### config.mk
export PLATFORM = sky130hd
export DESIGN_NAME = keyword_content_filter
export DESIGN_NICKNAME = d
export VERILOG_FILES = /design/src/rtl/core/kcf_pkg.sv /design/src/rtl/core/kcf_front.sv /design/src/rtl/core/kcf_queue.sv /design/src/rtl/core/kcf_back.sv /design/src/rtl/core/keyword_content_filter.sv
export SDC_FILE = /design/constraint.sdc
export NUM_CORES = 1
export LEC_CHECK = 0
export BUFFER_PORTS_ARGS = -buffer_cell sky130_fd_sc_hd__buf_2
export CAP_MARGIN = 0
export CORE_MARGIN = 3
export CORE_UTILIZATION = 55
export CTS_CLUSTER_DIAMETER = 40
export DETAILED_ROUTE_END_ITERATION = 12
export GPL_ROUTABILITY_DRIVEN = 0
export PLACE_DENSITY = 0.71
export SYNTH_ARGS = -nofsm -noshare
export SYNTH_HDL_FRONTEND = slang
export SYNTH_SLANG_ARGS = --single-unit
### constraint.sdc
create_clock -name i_clk -period 6.3 [get_ports i_clk]
set_input_delay 0 -clock i_clk [delete_from_list [all_inputs] [get_ports i_clk]]
set_output_delay 0 -clock i_clk [all_outputs]
set_load 0.02 [all_outputs]
### src/rtl/core/kcf_pkg.sv
// Package for the keyword content filter: item types, keyword table,
// content-type header text and sizing constants. No dependencies.
`timescale 1ns / 1ps

package kcf_pkg;

    localparam int MAX_KEYWORD_LEN = 14;
    localparam int KEYWORD_COUNT   = 9;
    localparam int KW_ROW          = 32;
    localparam int HEAD_LEN        = 18;
    localparam int QUEUE_DEPTH     = 4;
    localparam int QUEUE_AW        = $clog2(QUEUE_DEPTH);

    localparam logic [4:0] LINE_POS_MAX = 5'd31;
    localparam logic [7:0] CHAR_NEWLINE = 8'h0a;
    localparam logic [7:0] CHAR_UPPER_A = 8'h41;
    localparam logic [7:0] CHAR_UPPER_Z = 8'h5a;
    localparam logic [7:0] CASE_OFFSET  = 8'h20;

    typedef struct packed {
        logic [7:0] data_byte;
        logic       last_byte;
    } t_in_item;

    typedef struct packed {
        logic keyword_found;
        logic text_type_seen;
        logic block_chunk;
    } t_out_item;

    // Byte as classified by the front end and carried through the queue.
    typedef struct packed {
        logic [7:0] raw_byte;
        logic [7:0] folded_byte;
        logic       newline;
        logic       last_byte;
    } t_q_item;

    // Header bytes that a text content-type line must start with.
    localparam logic [7:0] HEAD_UPPER [HEAD_LEN] = '{
        "C", "o", "n", "t", "e", "n", "t", "-", "T", "y", "p", "e", ":", " ",
        "t", "e", "x", "t"
    };
    localparam logic [7:0] HEAD_LOWER [HEAD_LEN] = '{
        "c", "o", "n", "t", "e", "n", "t", "-", "t", "y", "p", "e", ":", " ",
        "t", "e", "x", "t"
    };

    // Keyword text, right aligned: the first character sits in the highest
    // used byte of the row.
    function automatic logic [KW_ROW*8-1:0] kw_row(input int k);
        logic [KW_ROW*8-1:0] row;
        row = '0;
        case (k)
            0: row = (KW_ROW*8)'({8'h6e, 8'h6f, 8'h72, 8'h72, 8'h6b, 8'hc3, 8'hb6,
                                  8'h70, 8'h69, 8'h6e, 8'h67});
            1: row = "spongebob";
            2: row = "norrkoping";
            3: row = "paris hilton";
            4: row = "britney spears";
            5: row = "parishilton";
            6: row = "britneyspears";
            7: row = "britney+spears";
            8: row = "paris+hilton";
            default: row = '0;
        endcase
        return row;
    endfunction

    function automatic int kw_len(input int k);
        int len;
        len = 0;
        case (k)
            0: len = 11;
            1: len = 9;
            2: len = 10;
            3: len = 12;
            4: len = 14;
            5: len = 11;
            6: len = 13;
            7: len = 14;
            8: len = 12;
            default: len = 0;
        endcase
        return len;
    endfunction

endpackage

### src/rtl/core/kcf_front.sv
// Front end of the keyword content filter: input register, case folding
// and newline classification. Depends on kcf_pkg.
`timescale 1ns / 1ps

module kcf_front (
    input  logic              i_clk,
    input  logic              i_rst_n,
    input  logic              i_in_valid,
    output logic              o_in_stall,
    input  kcf_pkg::t_in_item i_in_data,
    input  logic              i_q_full,
    output logic              o_q_push,
    output kcf_pkg::t_q_item  o_q_data
);

    logic             r_valid;
    logic             n_valid;
    kcf_pkg::t_q_item r_item;
    kcf_pkg::t_q_item n_item;
    logic             accept;
    logic [7:0]       b;

    assign o_in_stall = r_valid && i_q_full;
    assign accept     = i_in_valid && !o_in_stall;
    assign o_q_push   = r_valid && !i_q_full;
    assign o_q_data   = r_item;
    assign b          = i_in_data.data_byte;

    always_comb begin
        n_item.raw_byte    = b;
        n_item.folded_byte = (b >= kcf_pkg::CHAR_UPPER_A && b <= kcf_pkg::CHAR_UPPER_Z)
                             ? b + kcf_pkg::CASE_OFFSET : b;
        n_item.newline     = (b == kcf_pkg::CHAR_NEWLINE);
        n_item.last_byte   = i_in_data.last_byte;
        if (accept) begin
            n_valid = 1'b1;
        end else if (o_q_push) begin
            n_valid = 1'b0;
        end else begin
            n_valid = r_valid;
        end
    end

    always_ff @(posedge i_clk) begin
        if (!i_rst_n) begin
            r_valid <= 1'b0;
        end else begin
            r_valid <= n_valid;
        end
        if (accept) begin
            r_item <= n_item;
        end
    end

endmodule

### src/rtl/core/kcf_queue.sv
// Short queue of classified bytes between the front and back ends of the
// keyword content filter. Depends on kcf_pkg.
`timescale 1ns / 1ps

module kcf_queue (
    input  logic             i_clk,
    input  logic             i_rst_n,
    input  logic             i_push,
    input  kcf_pkg::t_q_item i_push_data,
    output logic             o_full,
    input  logic             i_pop,
    output logic             o_valid,
    output kcf_pkg::t_q_item o_data
);

    kcf_pkg::t_q_item                 r_mem [kcf_pkg::QUEUE_DEPTH];
    logic [kcf_pkg::QUEUE_AW-1:0]     r_wr_ptr;
    logic [kcf_pkg::QUEUE_AW-1:0]     r_rd_ptr;
    logic [kcf_pkg::QUEUE_AW:0]       r_count;
    logic [kcf_pkg::QUEUE_AW:0]       n_count;

    assign o_full  = (r_count == (kcf_pkg::QUEUE_AW+1)'(kcf_pkg::QUEUE_DEPTH));
    assign o_valid = (r_count != '0);
    assign o_data  = r_mem[r_rd_ptr];

    always_comb begin
        n_count = r_count;
        if (i_push && !i_pop) begin
            n_count = r_count + 1'b1;
        end else if (!i_push && i_pop) begin
            n_count = r_count - 1'b1;
        end
    end

    always_ff @(posedge i_clk) begin
        if (!i_rst_n) begin
            r_wr_ptr <= '0;
            r_rd_ptr <= '0;
            r_count  <= '0;
        end else begin
            r_count <= n_count;
            if (i_push) begin
                r_wr_ptr <= r_wr_ptr + 1'b1;
            end
            if (i_pop) begin
                r_rd_ptr <= r_rd_ptr + 1'b1;
            end
        end
        if (i_push) begin
            r_mem[r_wr_ptr] <= i_push_data;
        end
    end

endmodule

### src/rtl/core/kcf_back.sv
// Back end of the keyword content filter: match window, keyword comparators,
// line-start header tracker and result register. Depends on kcf_pkg.
`timescale 1ns / 1ps

module kcf_back (
    input  logic               i_clk,
    input  logic               i_rst_n,
    input  logic               i_require_text,
    input  logic               i_q_valid,
    input  kcf_pkg::t_q_item   i_q_data,
    output logic               o_q_pop,
    output logic               o_out_valid,
    input  logic               i_out_stall,
    output kcf_pkg::t_out_item o_out_data
);

    localparam int ML = kcf_pkg::MAX_KEYWORD_LEN;

    logic [7:0]         r_recent [ML-1];
    logic [7:0]         win [ML];
    logic               r_hit;
    logic [4:0]         r_pos;
    logic               r_up_ok;
    logic               r_lo_ok;
    logic               r_text;
    logic               n_hit;
    logic [4:0]         n_pos;
    logic               n_up_ok;
    logic               n_lo_ok;
    logic               n_text;
    logic               r_out_valid;
    kcf_pkg::t_out_item r_out_data;
    logic [kcf_pkg::KEYWORD_COUNT-1:0] kw_match;
    logic               out_free;
    logic               is_last;

    assign out_free    = !r_out_valid || !i_out_stall;
    assign is_last     = i_q_data.last_byte;
    assign o_q_pop     = i_q_valid && (!is_last || out_free);
    assign o_out_valid = r_out_valid;
    assign o_out_data  = r_out_data;

    always_comb begin
        for (int i = 0; i < ML - 1; i++) begin
            win[i] = r_recent[i];
        end
        win[ML-1] = i_q_data.folded_byte;
    end

    // One comparator row per keyword, aligned so the keyword ends at the
    // newest byte of the window.
    for (genvar gk = 0; gk < kcf_pkg::KEYWORD_COUNT; gk++) begin : g_kw
        localparam int L = kcf_pkg::kw_len(gk);
        localparam logic [kcf_pkg::KW_ROW*8-1:0] ROW = kcf_pkg::kw_row(gk);
        if (L != 0 && L <= ML && L <= kcf_pkg::KW_ROW) begin : g_used
            logic [L-1:0] eq;
            for (genvar gi = 0; gi < L; gi++) begin : g_pos
                assign eq[gi] = (win[ML-L+gi] == ROW[(L-1-gi)*8 +: 8]);
            end
            assign kw_match[gk] = &eq;
        end else begin : g_unused
            assign kw_match[gk] = 1'b0;
        end
    end

    always_comb begin
        n_hit   = r_hit || (|kw_match);
        n_pos   = r_pos;
        n_up_ok = r_up_ok;
        n_lo_ok = r_lo_ok;
        n_text  = r_text;
        if (i_q_data.newline) begin
            n_pos   = '0;
            n_up_ok = 1'b1;
            n_lo_ok = 1'b1;
        end else begin
            if (r_pos < 5'(kcf_pkg::HEAD_LEN)) begin
                n_up_ok = r_up_ok && (i_q_data.raw_byte == kcf_pkg::HEAD_UPPER[r_pos]);
                n_lo_ok = r_lo_ok && (i_q_data.raw_byte == kcf_pkg::HEAD_LOWER[r_pos]);
                if (r_pos == 5'(kcf_pkg::HEAD_LEN - 1) && (n_up_ok || n_lo_ok)) begin
                    n_text = 1'b1;
                end
            end
            if (r_pos < kcf_pkg::LINE_POS_MAX) begin
                n_pos = r_pos + 1'b1;
            end
        end
    end

    always_ff @(posedge i_clk) begin
        if (!i_rst_n) begin
            for (int i = 0; i < ML - 1; i++) begin
                r_recent[i] <= '0;
            end
            r_hit       <= 1'b0;
            r_pos       <= '0;
            r_up_ok     <= 1'b1;
            r_lo_ok     <= 1'b1;
            r_text      <= 1'b0;
            r_out_valid <= 1'b0;
        end else begin
            if (o_q_pop && is_last) begin
                for (int i = 0; i < ML - 1; i++) begin
                    r_recent[i] <= '0;
                end
                r_hit       <= 1'b0;
                r_pos       <= '0;
                r_up_ok     <= 1'b1;
                r_lo_ok     <= 1'b1;
                r_text      <= 1'b0;
                r_out_valid <= 1'b1;
            end else begin
                if (o_q_pop) begin
                    for (int i = 0; i < ML - 1; i++) begin
                        r_recent[i] <= win[i+1];
                    end
                    r_hit   <= n_hit;
                    r_pos   <= n_pos;
                    r_up_ok <= n_up_ok;
                    r_lo_ok <= n_lo_ok;
                    r_text  <= n_text;
                end
                if (r_out_valid && !i_out_stall) begin
                    r_out_valid <= 1'b0;
                end
            end
        end
        if (o_q_pop && is_last) begin
            r_out_data.keyword_found  <= n_hit;
            r_out_data.text_type_seen <= n_text;
            r_out_data.block_chunk    <= n_hit && (!i_require_text || n_text);
        end
    end

    a_result_follows_last: assert property (@(posedge i_clk) disable iff (!i_rst_n)
        (o_q_pop && is_last) |=> o_out_valid)
        else $error("result not presented after last byte");

    a_state_cleared: assert property (@(posedge i_clk) disable iff (!i_rst_n)
        (o_q_pop && is_last) |=> (!r_hit && !r_text && r_pos == '0 && r_up_ok && r_lo_ok))
        else $error("chunk state not cleared after last byte");

    a_block_needs_hit: assert property (@(posedge i_clk) disable iff (!i_rst_n)
        o_out_valid |-> (!o_out_data.block_chunk || o_out_data.keyword_found))
        else $error("block asserted without keyword");

    a_no_overwrite: assert property (@(posedge i_clk) disable iff (!i_rst_n)
        (o_out_valid && i_out_stall) |=> (o_out_valid && $stable(o_out_data)))
        else $error("pending result overwritten");

endmodule

### src/rtl/core/keyword_content_filter.sv
// Top level of the keyword content filter: configuration register and the
// front end, queue and back end. Depends on kcf_pkg, kcf_front, kcf_queue, kcf_back.
`timescale 1ns / 1ps

// The filter takes one byte of a message chunk per transaction, with a flag
// on the final byte, and returns one result transaction per chunk when that
// final byte has been processed. A keyword hit is sticky for the chunk and is
// found case-insensitively (ASCII A-Z only) among nine fixed keywords, one of
// them in UTF-8; a line that starts with "Content-Type: text" or
// "content-type: text" marks the chunk as text. The block decision is the
// keyword hit, also gated on the text mark when the configuration bit is set;
// write that bit only while no chunk is in flight. Throughput is one byte per
// clock: the back end consumes one queued byte each cycle, with all keyword
// comparators working in parallel on a 14-byte window, but holds a final byte
// while a result waits at a stalled output. A byte passes the input register,
// the four-entry queue and the back end, whose result register presents the
// chunk's result. Input stall rises only when the queue is full, which happens
// only while a result waits at a stalled output.
module keyword_content_filter (
    input  logic                i_clk,
    input  logic                i_rst_n,
    input  logic                i_in_valid,
    output logic                o_in_stall,
    input  kcf_pkg::t_in_item   i_in_data,
    output logic                o_out_valid,
    input  logic                i_out_stall,
    output kcf_pkg::t_out_item  o_out_data,
    input  logic                i_cfg_valid,
    output logic                o_cfg_ready,
    input  logic                i_cfg_data
);

    // Configuration: the register always takes a write transaction.
    logic r_require_text;

    assign o_cfg_ready = 1'b1;

    always_ff @(posedge i_clk) begin
        if (!i_rst_n) begin
            r_require_text <= 1'b0;
        end else if (i_cfg_valid && o_cfg_ready) begin
            r_require_text <= i_cfg_data;
        end
    end

    logic             q_full;
    logic             q_push;
    kcf_pkg::t_q_item q_push_data;
    logic             q_pop;
    logic             q_valid;
    kcf_pkg::t_q_item q_data;

    // Front end registers and classifies each incoming byte.
    kcf_front u_front (
        .i_clk      (i_clk),
        .i_rst_n    (i_rst_n),
        .i_in_valid (i_in_valid),
        .o_in_stall (o_in_stall),
        .i_in_data  (i_in_data),
        .i_q_full   (q_full),
        .o_q_push   (q_push),
        .o_q_data   (q_push_data)
    );

    // The queue lets the front keep taking bytes while a result is held.
    kcf_queue u_queue (
        .i_clk       (i_clk),
        .i_rst_n     (i_rst_n),
        .i_push      (q_push),
        .i_push_data (q_push_data),
        .o_full      (q_full),
        .i_pop       (q_pop),
        .o_valid     (q_valid),
        .o_data      (q_data)
    );

    // Back end does the matching and owns the result register.
    kcf_back u_back (
        .i_clk          (i_clk),
        .i_rst_n        (i_rst_n),
        .i_require_text (r_require_text),
        .i_q_valid      (q_valid),
        .i_q_data       (q_data),
        .o_q_pop        (q_pop),
        .o_out_valid    (o_out_valid),
        .i_out_stall    (i_out_stall),
        .o_out_data     (o_out_data)
    );

endmodule
==> results of run 1 <==
logic make-up (layout without fill, tap and decap cells):
group                      after synthesis  after routing
AOI/OAI and AO/OA                       43             43
xor gates and xnor gates                14             14
adders and majority gates               13             13
buffers and inverters                   44             81
DFF                                    193            193
muxes                                   30             30
other                                    1              1
and+or+nand+nor                        279            279
worst min-delay path by stage:
stage | to | slack, ns | cells past startpoint
CTS | u_front.o_q_data[0] | 0.25 | 2
finish | u_front.o_q_data[0] | 0.28 | 2
detailed placement | u_front.o_q_data[0] | 0.18 | 1
global route | u_front.o_q_data[0] | 0.26 | 2
global placement | u_front.o_q_data[0] | 0.18 | 1
floorplan | u_front.o_q_data[0] | 0.1 | 0
flip-flops by register name (all words and copies together), names as in the netlist, named ones only:
register / flops
u_back.r_recent: 104
u_queue.r_mem: 52
u_front.o_q_data: 13
u_back.r_pos: 5
u_back.o_out_data: 3
u_queue.r_count: 3
u_queue.r_rd_ptr: 2
u_queue.r_wr_ptr: 2
r_require_text: 1
u_back.o_out_valid: 1
u_back.r_hit: 1
u_back.r_lo_ok: 1
u_back.r_text: 1
u_back.r_up_ok: 1
u_front.r_valid: 1
power groups by stage:
stage | sequential (uW) | clock [uW] | combinational (uW)
detailed placement | 2170 | 0 | 887
CTS | 2140 | 1150 | 898
finish | 2150 | 1130 | 897
global placement | 2160 | 0 | 854
global route | 2190 | 1200 | 981
floorplan | 2040 | 0 | 688
synth_stat cells, drive strengths merged, types with 3 or more instances:
cell    number  share of area [%]
nor2        33                1.4
a221o        3               0.35
and3        97                7.1
nand3       13               0.76
xnor2        9               0.92
nand2b       4               0.29
nor4bb      10                1.2
inv         13               0.57
a21oi        4               0.23
buf          7               0.51
mux2i       15                1.7
nand2       19               0.83
nand4        9               0.65
nor2b        7               0.51
dfxtp       29                6.7
nor3        15               0.87
nor4b        7               0.79
or4          3               0.31
nand3b      13                1.3
a21boi       4               0.35
ha          12                1.7
a31oi        3               0.39
xor2         5               0.51
or3          5               0.36
and2        12               0.87
nor4        13                1.3
clkbuf      24                1.0
nand4b       5               0.51
edfxtp     164                 57
mux4        14                4.1
o21ai       10               0.58
or4bb        4               0.52
cell type report:
cell class                      instances  area [sq um]  share of cell area (%)
Clock inverter                         15           211                    2.19
Sequential cell                       193          5510                    57.1
Tap cell                              211           264                    2.74
Timing Repair Buffer                   36           255                    2.65
Inverter                               13          48.8                   0.506
Clock buffer                           17           425                    4.41
Multi-Input combinational cell        380          2940                    30.5
routing by layer:
metal  track usage (%)  up-vias
met3              5.63       23
met2              34.4      168
met4              6.29        0
met1              27.4     2549
met5                 0        -
li1                  -     2461
worst max-delay path: cells and delay by family (launching register included):
family        cells  cell delay [ns]
buf+inv           1             0.58
flops             1             0.82
mux               1             0.84
simple gates      2             1.01
through the flow:
step | instance area (sq um) | power, uW | hold WS, ns | worst slack, ns | util (%)
after detailed placement | 8880 | 3050 | 0.179 | 2.86 | 58.2
after global placement | 8880 | 3010 | 0.180 | 2.96 | 58.2
after CTS | 9650 | 4190 | 0.252 | 2.85 | 63.2
final | 9650 | 4170 | 0.276 | 2.88 | 63.2
after global routing | 9650 | 4370 | 0.258 | 2.55 | 63.2
after floorplan | 8600 | 2730 | 0.0989 | 0.655 | -
repair_timing:
item / CTS / global route
hold endpoints to repair: 16 / 0
hold buffers: 13 / 0
setup endpoints to repair: 0 / 0
==> impl_summary.log, run 1 <==
[metrics] area of the die: 17200 sq um
[metrics] cell count after placement: between 800 and 900
[metrics] internal power: between 2000 and 3000 uW
[metrics] Setup crit end kind: register
[metrics] depth of the CTS H-tree: 4
[metrics] number of antenna repair diodes: 0
[metrics] measured slew at the worst slew-check pin: between 1 and 1.5 ns
[metrics] clock group share of total power: between 20% and 30%
[metrics] endpoint of the worst register-to-register path: u_back.r_recent[0][53]
[metrics] standard cell with the maximum stage delay on the critical path: mux4_1
[metrics] hold path start: i_in_data[0]
[metrics] kind of critical path: register to register
[metrics] relative slew slack: between 20% and 30%
[metrics] clock buffer depth: 2
[metrics] Critical Path End: u_back.r_recent[0][53]
[metrics] met2 WL: approximately 8600 microns
[metrics] number of DRC violations after detailed routing: 0
[metrics] PwrDens: 433 nW/um^2
[metrics] yosys warns: 0
[metrics] clock tree from TritonCTS: done
[metrics] number of synthesized flops with an enable pin: between 150 and 200
[metrics] Compound-Gate Fraction of Synth Area: 3.88%
[metrics] total global-route track usage: around a fifth
[metrics] power spent charging and discharging nets: about 1400 uW
[metrics] highest routed metal layer: met4
[metrics] Post-Route M1 WL: approximately 7400 microns
[metrics] Std-Cell Rows: 45
[metrics] number of maximum-capacitance violations: 0
[metrics] final count of pins violating max slew: 0
[metrics] share of synthesized area occupied by flip-flops and latches: a little under two thirds
[metrics] fraction of layout cells with a size suffix above 1: 11.6%
[metrics] number of ports placed on the die boundary: 21
[metrics] CP max stage delay: about 0.84 ns
[metrics] kind of start point of the critical path: register
[metrics] root cell of the clock tree: clkbuf_16
[metrics] fraction of registers with async set/reset: 0%
[metrics] core region area: around 15000 sq um
[metrics] number of standard cells in the final layout excluding fillers: between 800 and 900
[metrics] XOR/XNOR share of the synthesized area: 1.43%
[metrics] Met3 Wirelength: between 900 and 1000 microns
[metrics] Area growth, synth to finish: 12.1%
[metrics] CP Max Fanout: 63
[metrics] maximum number of pins on one net before global-route repair: around 110
[metrics] Yosys reg bits: slightly below 200
[metrics] total number of nets in the final design: about 670
[metrics] GRT Residual Overflow: 0
[metrics] most frequent cells in the layout: edfxtp_1 (164), and3_1 (97), nor2_1 (32), dfxtp_1 (29)
[metrics] effective utilization at floorplan: between 50% and 60%
[metrics] DPL Wire Length: around 11000 microns
[metrics] RSZ-0062 raised after global routing: false
[metrics] simple-gate area share of the yosys netlist: about a fifth
[metrics] number of vias in the routed layout: 5201
[metrics] switching power as a share of total power: 34.3%
[metrics] signal arrival time at the worst endpoint: roughly 3.7 ns
[metrics] share of cell area taken by muxes after synthesis: approximately 6.0%
[metrics] cells after synthesis: 617
[metrics] number of antenna violations at the first check in global routing: 0
[metrics] mean number of vias per cell: about 6.0
[metrics] clock-pin slew on the worst setup and hold paths: approximately 0.080 ns
[metrics] adder-cell share of the synthesized area: under 10%
[metrics] combinational share of power: between 20% and 30%
[metrics] wire length of the first global-routing pass: 27000 microns
[metrics] Num Clock Sinks: between 150 and 200
[metrics] final setup violating endpoints: 0
[metrics] Static Leak: around 0.0037 uW
[metrics] combinational family with the most area after synthesis: simple AND/OR/NAND/NOR gates
[metrics] Max Clock Skew: ~0.015 ns
[metrics] most instantiated flip-flop cell in the synthesis netlist: edfxtp_1
[metrics] antenna-violating nets left: 0
[metrics] average wire per cell in the routed design: roughly 20 microns
[metrics] clock buffer count from CTS: 17
[metrics] cell area after synthesis: between 8000 and 9000 sq um
[metrics] Chip Height: 131 microns
[metrics] postcts setup bufs: 0
[metrics] hold violation count in the final report: 0
[metrics] Routed WL: about 17000 microns
[metrics] top achievable clock speed: roughly 0.3 GHz
[metrics] number of global-route vias before repair: roughly 5100
[metrics] width of the chip: 131 microns
[metrics] sequential share of power: about half
[metrics] HP Class: primary input to register
[metrics] Pre-Repair DR Iteration Count: 6
[metrics] Layout fillers: roughly 1100
[metrics] Post-Syn Area per Cell: around 14 sq um
[metrics] endpoint required time on the critical path: around 6.6 ns
[metrics] leading cell type in the layout, fill and taps excluded: edfxtp_1
[metrics] result of the run: finished clean
[metrics] setup TNS after final layout: 0 ns
[metrics] minimum clock period after layout: ~3.4 ns
[metrics] setup slack on the worst flop-to-flop path: 2.88 ns
[metrics] worst-case vdd ir drop: roughly 320 uV
[metrics] post-cts gate resize count: 0
[metrics] unique cell type count in the Yosys netlist: 67
[metrics] period utilisation layout: a little over half
[metrics] number of violations reported at the end of detailed-routing iteration 0: 609
[metrics] port buffer count: 19
[metrics] critical path cell sequence: mux4_1 > nor2_4 > buf_4 > and3_1
[metrics] length in cells of the worst reg-to-reg path: 4
[metrics] Synthesized Nets: 645
[metrics] clock insertion delay at the later pin of the skew report: 0.44 ns
Note: power is estimated with default switching activity, not from simulation.
==> run 2, diff against run 1 <==
==> constraint.sdc (replaced) <==
create_clock -name i_clk -period 3.4 [get_ports i_clk]
set_input_delay 0 -clock i_clk [delete_from_list [all_inputs] [get_ports i_clk]]
set_output_delay 0 -clock i_clk [all_outputs]
set_load 0.02 [all_outputs]
==> run 2 against run 1 <==
Effect of this change: design area increased by 0.36%; global-route usage rose by 0.78 points; worst setup slack got worse by 2.4 ns; clock power rose by 78%; total power increased by 85%; register-to-register slack worse by 2.4 ns; critical endpoint is now u_back.r_lo_ok; largest cell class unchanged; highest routed layer unchanged.
==> impl_summary.log, run 2 (synthesis results as in run 1) <==
[metrics] hold violation count in the final report: 0 (unchanged)
[metrics] relative slew slack: 30.0% (+9.4 points)
[metrics] critical path cell sequence: inv_1 > ha_1 > mux2i_1 > nor3_1 > a221oi_1 > xor2_1 > or4_4 > nor4_2 > a221o_1
[metrics] clock tree from TritonCTS: done
[metrics] final-layout worst hold slack: 0.178 ns (-0.0977 ns)
[metrics] total number of nets in the final design: 673 (+0.60%)
[metrics] total global-route track usage: 21.7% (+0.78 points)
[metrics] endpoint of the worst register-to-register path: u_back.r_lo_ok
[metrics] depth of the CTS H-tree: 4 (unchanged)
[metrics] Routed WL: 17500 microns (+1.8%)
[metrics] clock buffer depth: 2 (unchanged)
[metrics] worst hold path depth: 3 (+1)
[metrics] final count of pins violating max slew: 0 (unchanged)
[metrics] number of ports placed on the die boundary: 21 (unchanged)
[metrics] result of the run: finished clean
[metrics] effective utilization at floorplan: 56.4% (unchanged)
[metrics] number of vias in the routed layout: 5324 (+2.4%)
[metrics] leading cell type in the layout, fill and taps excluded: edfxtp_1
[metrics] length in cells of the worst reg-to-reg path: 9 (+5)
[metrics] final setup violating endpoints: 0 (unchanged)
[metrics] setup slack on the worst flop-to-flop path: 0.50 ns (-2.38 ns)
[metrics] number of global-route vias before repair: 5237 (+2.9%)
[metrics] Max Clock Skew: 0.00879 ns (-0.00598 ns)
[metrics] kind of cell adding the most delay to the critical path: simple AND/OR/NAND/NOR gates
[metrics] root cell of the clock tree: clkbuf_16
[metrics] port buffer count: 19 (unchanged)
[metrics] Chip Height: 131 microns (unchanged)
[metrics] clock-pin slew on the worst setup and hold paths: 0.07 ns (about the same)
[metrics] Setup crit end kind: register
[metrics] post-cts gate resize count: 0 (unchanged)
[metrics] fraction of layout cells with a size suffix above 1: 12.2% (+0.54 points)
[metrics] final cell utilization of the core: 63.5% (+0.23 points)
[metrics] width of the chip: 131 microns (unchanged)
[metrics] Pre-Repair DR Iteration Count: 5 (-1)
[metrics] minimum clock period after layout: 2.90 ns (-0.522 ns)
[metrics] standard cell with the maximum stage delay on the critical path: dfxtp_1
[metrics] average wire per cell in the routed design: 20.2 microns (+1.3%)
[metrics] postcts setup bufs: 0 (unchanged)
[metrics] number of violations reported at the end of detailed-routing iteration 0: 602 (-1.1%)
[metrics] top achievable clock speed: 0.345 GHz (+18%)
[metrics] endpoint required time on the critical path: 3.78 ns (-2.82 ns)
[metrics] number of antenna repair diodes: 0 (unchanged)
[metrics] mean number of vias per cell: 6.13 (+1.9%)
[metrics] Std-Cell Rows: 45 (unchanged)
[metrics] DPL Wire Length: 11800 microns (+4.6%)
[metrics] number of antenna violations at the first check in global routing: 0 (unchanged)
[metrics] number of flip-flops in the largest register: 104 (unchanged)
[metrics] combined buffer and inverter count along the critical path: 1 (unchanged)
[metrics] number of DRC violations after detailed routing: 0 (unchanged)
[metrics] signal arrival time at the worst endpoint: 3.27 ns (-0.45 ns)
[metrics] area of the die: 17200 sq um (unchanged)
[metrics] RSZ-0062 raised after global routing: false
[metrics] worst-case vdd ir drop: 562 uV (+78%)
[metrics] number of maximum-capacitance violations: 0 (unchanged)
[metrics] clock buffer count from CTS: 17 (unchanged)
[metrics] wire length of the first global-routing pass: 28300 microns (+4.6%)
[metrics] setup TNS after final layout: 0 ns (unchanged)
[metrics] maximum number of pins on one net before global-route repair: 108 (-0.92%)
[metrics] HP Class: primary input to register
[metrics] Area growth, synth to finish: 12.6%
[metrics] Layout fillers: 1097 (-0.72%)
[metrics] Endpoint, Worst Hold: u_back.r_pos[1]
[metrics] Top reg by flops: u_back.r_recent
[metrics] Num Clock Sinks: 193 (unchanged)
[metrics] antenna-violating nets left: 0 (unchanged)
[metrics] CP max stage delay: 0.56 ns (-0.28 ns)
[metrics] kind of critical path: register to register
[metrics] kind of start point of the critical path: register
[metrics] CP Max Fanout: 11 (-83%)
[metrics] GRT Residual Overflow: 0 (unchanged)
[metrics] start of the worst register-to-register path: u_back.r_pos[0]
[metrics] clock insertion delay at the later pin of the skew report: 0.44 ns (about the same)
[metrics] Static Leak: 0.00370 uW (+0.58%)
[metrics] period utilisation layout: 85.2% (+31 points)
[metrics] hold path start: i_rst_n
[metrics] measured slew at the worst slew-check pin: 1.05 ns (-0.134 ns)
[metrics] PwrDens: 798 nW/um^2 (+84%)
[metrics] most frequent cells in the layout: edfxtp_1 (164), and3_1 (97), nor2_1 (32), dfxtp_1 (29)
[metrics] core region area: 15300 sq um (unchanged)
-- run 2: changes by cell type in the layout (fill, tap and decap cells not counted), sizes merged --
cell / delta
buf: +4
inv: -4
clkinv: +3
bufinv: +1
-- run 2: stage by stage --
stage	std cells	setup WS, ns	power (uW)	cell area, sq um
after CTS	869	0.554	7730	9680
after global routing	869	0.373	8110	9680
final	869	0.505	7730	9680
after global placement	824	0.704	5630	8940
after detailed placement	824	0.586	5720	8940
after floorplan	617	0.322	5040	8610
-- run 2: final cells by class --
cell class | instances | area, sq um | area share (%)
timing repair buffer | 40 | 310 | 3.20
clock inverter | 15 | 191 | 1.98
clock buffer | 17 | 425 | 4.39
inverter | 13 | 48.8 | 0.504
multi-input combinational | 380 | 2940 | 30.3
sequential | 193 | 5510 | 56.9
tap | 211 | 264 | 2.73
-- run 2: report_power, final --
part / switching (uW) / leakage, uW / total [uW] / internal, uW
Sequential: 559 / 0.00192 / 3950 / 3390
Clock: 949 / 0.000301 / 2010 / 1060
Combinational: 1060 / 0.00148 / 1770 / 708
-- run 2: worst register-to-register path: stages (launching register included) --
cell	delay, ns
dfxtp_1	0.56
inv_1	0.20
ha_1	0.40
mux2i_1	0.15
nor3_1	0.06
a221oi_1	0.36
xor2_1	0.11
or4_4	0.47
nor4_2	0.31
a221o_1	0.21
-- run 2: routing by layer --
layer	global-route usage (%)	up-vias	part of all wire, %	wire length [microns]
li1	-	2473	-	-
met1	28.6	2626	42	7340
met2	36.4	186	51	8950
met3	4.34	39	5.0	869
met4	7.14	0	2.2	379
met5	0	-	0	0
-- run 2: how the worst max path moves through the flow --
stage	from	end	cells after the start
5_1_grt	u_back.r_pos[0]	u_back.r_lo_ok	9
6_report	u_back.r_pos[0]	u_back.r_lo_ok	9
2_1_floorplan	register	u_back.r_recent[0][10]	2
3_3_place_gp	u_back.r_pos[0]	u_back.o_out_data[0]	8
3_5_place_dp	u_back.r_pos[0]	u_back.o_out_data[0]	8
4_1_cts	u_back.r_pos[0]	u_back.o_out_data[0]	8
-- run 2: timing repair --
item | 4_1_cts | 5_1_grt
hold endpoints to repair | 16 | 0
endpoints found under the setup margin | 0 | 0
hold buffers | 13 | 0
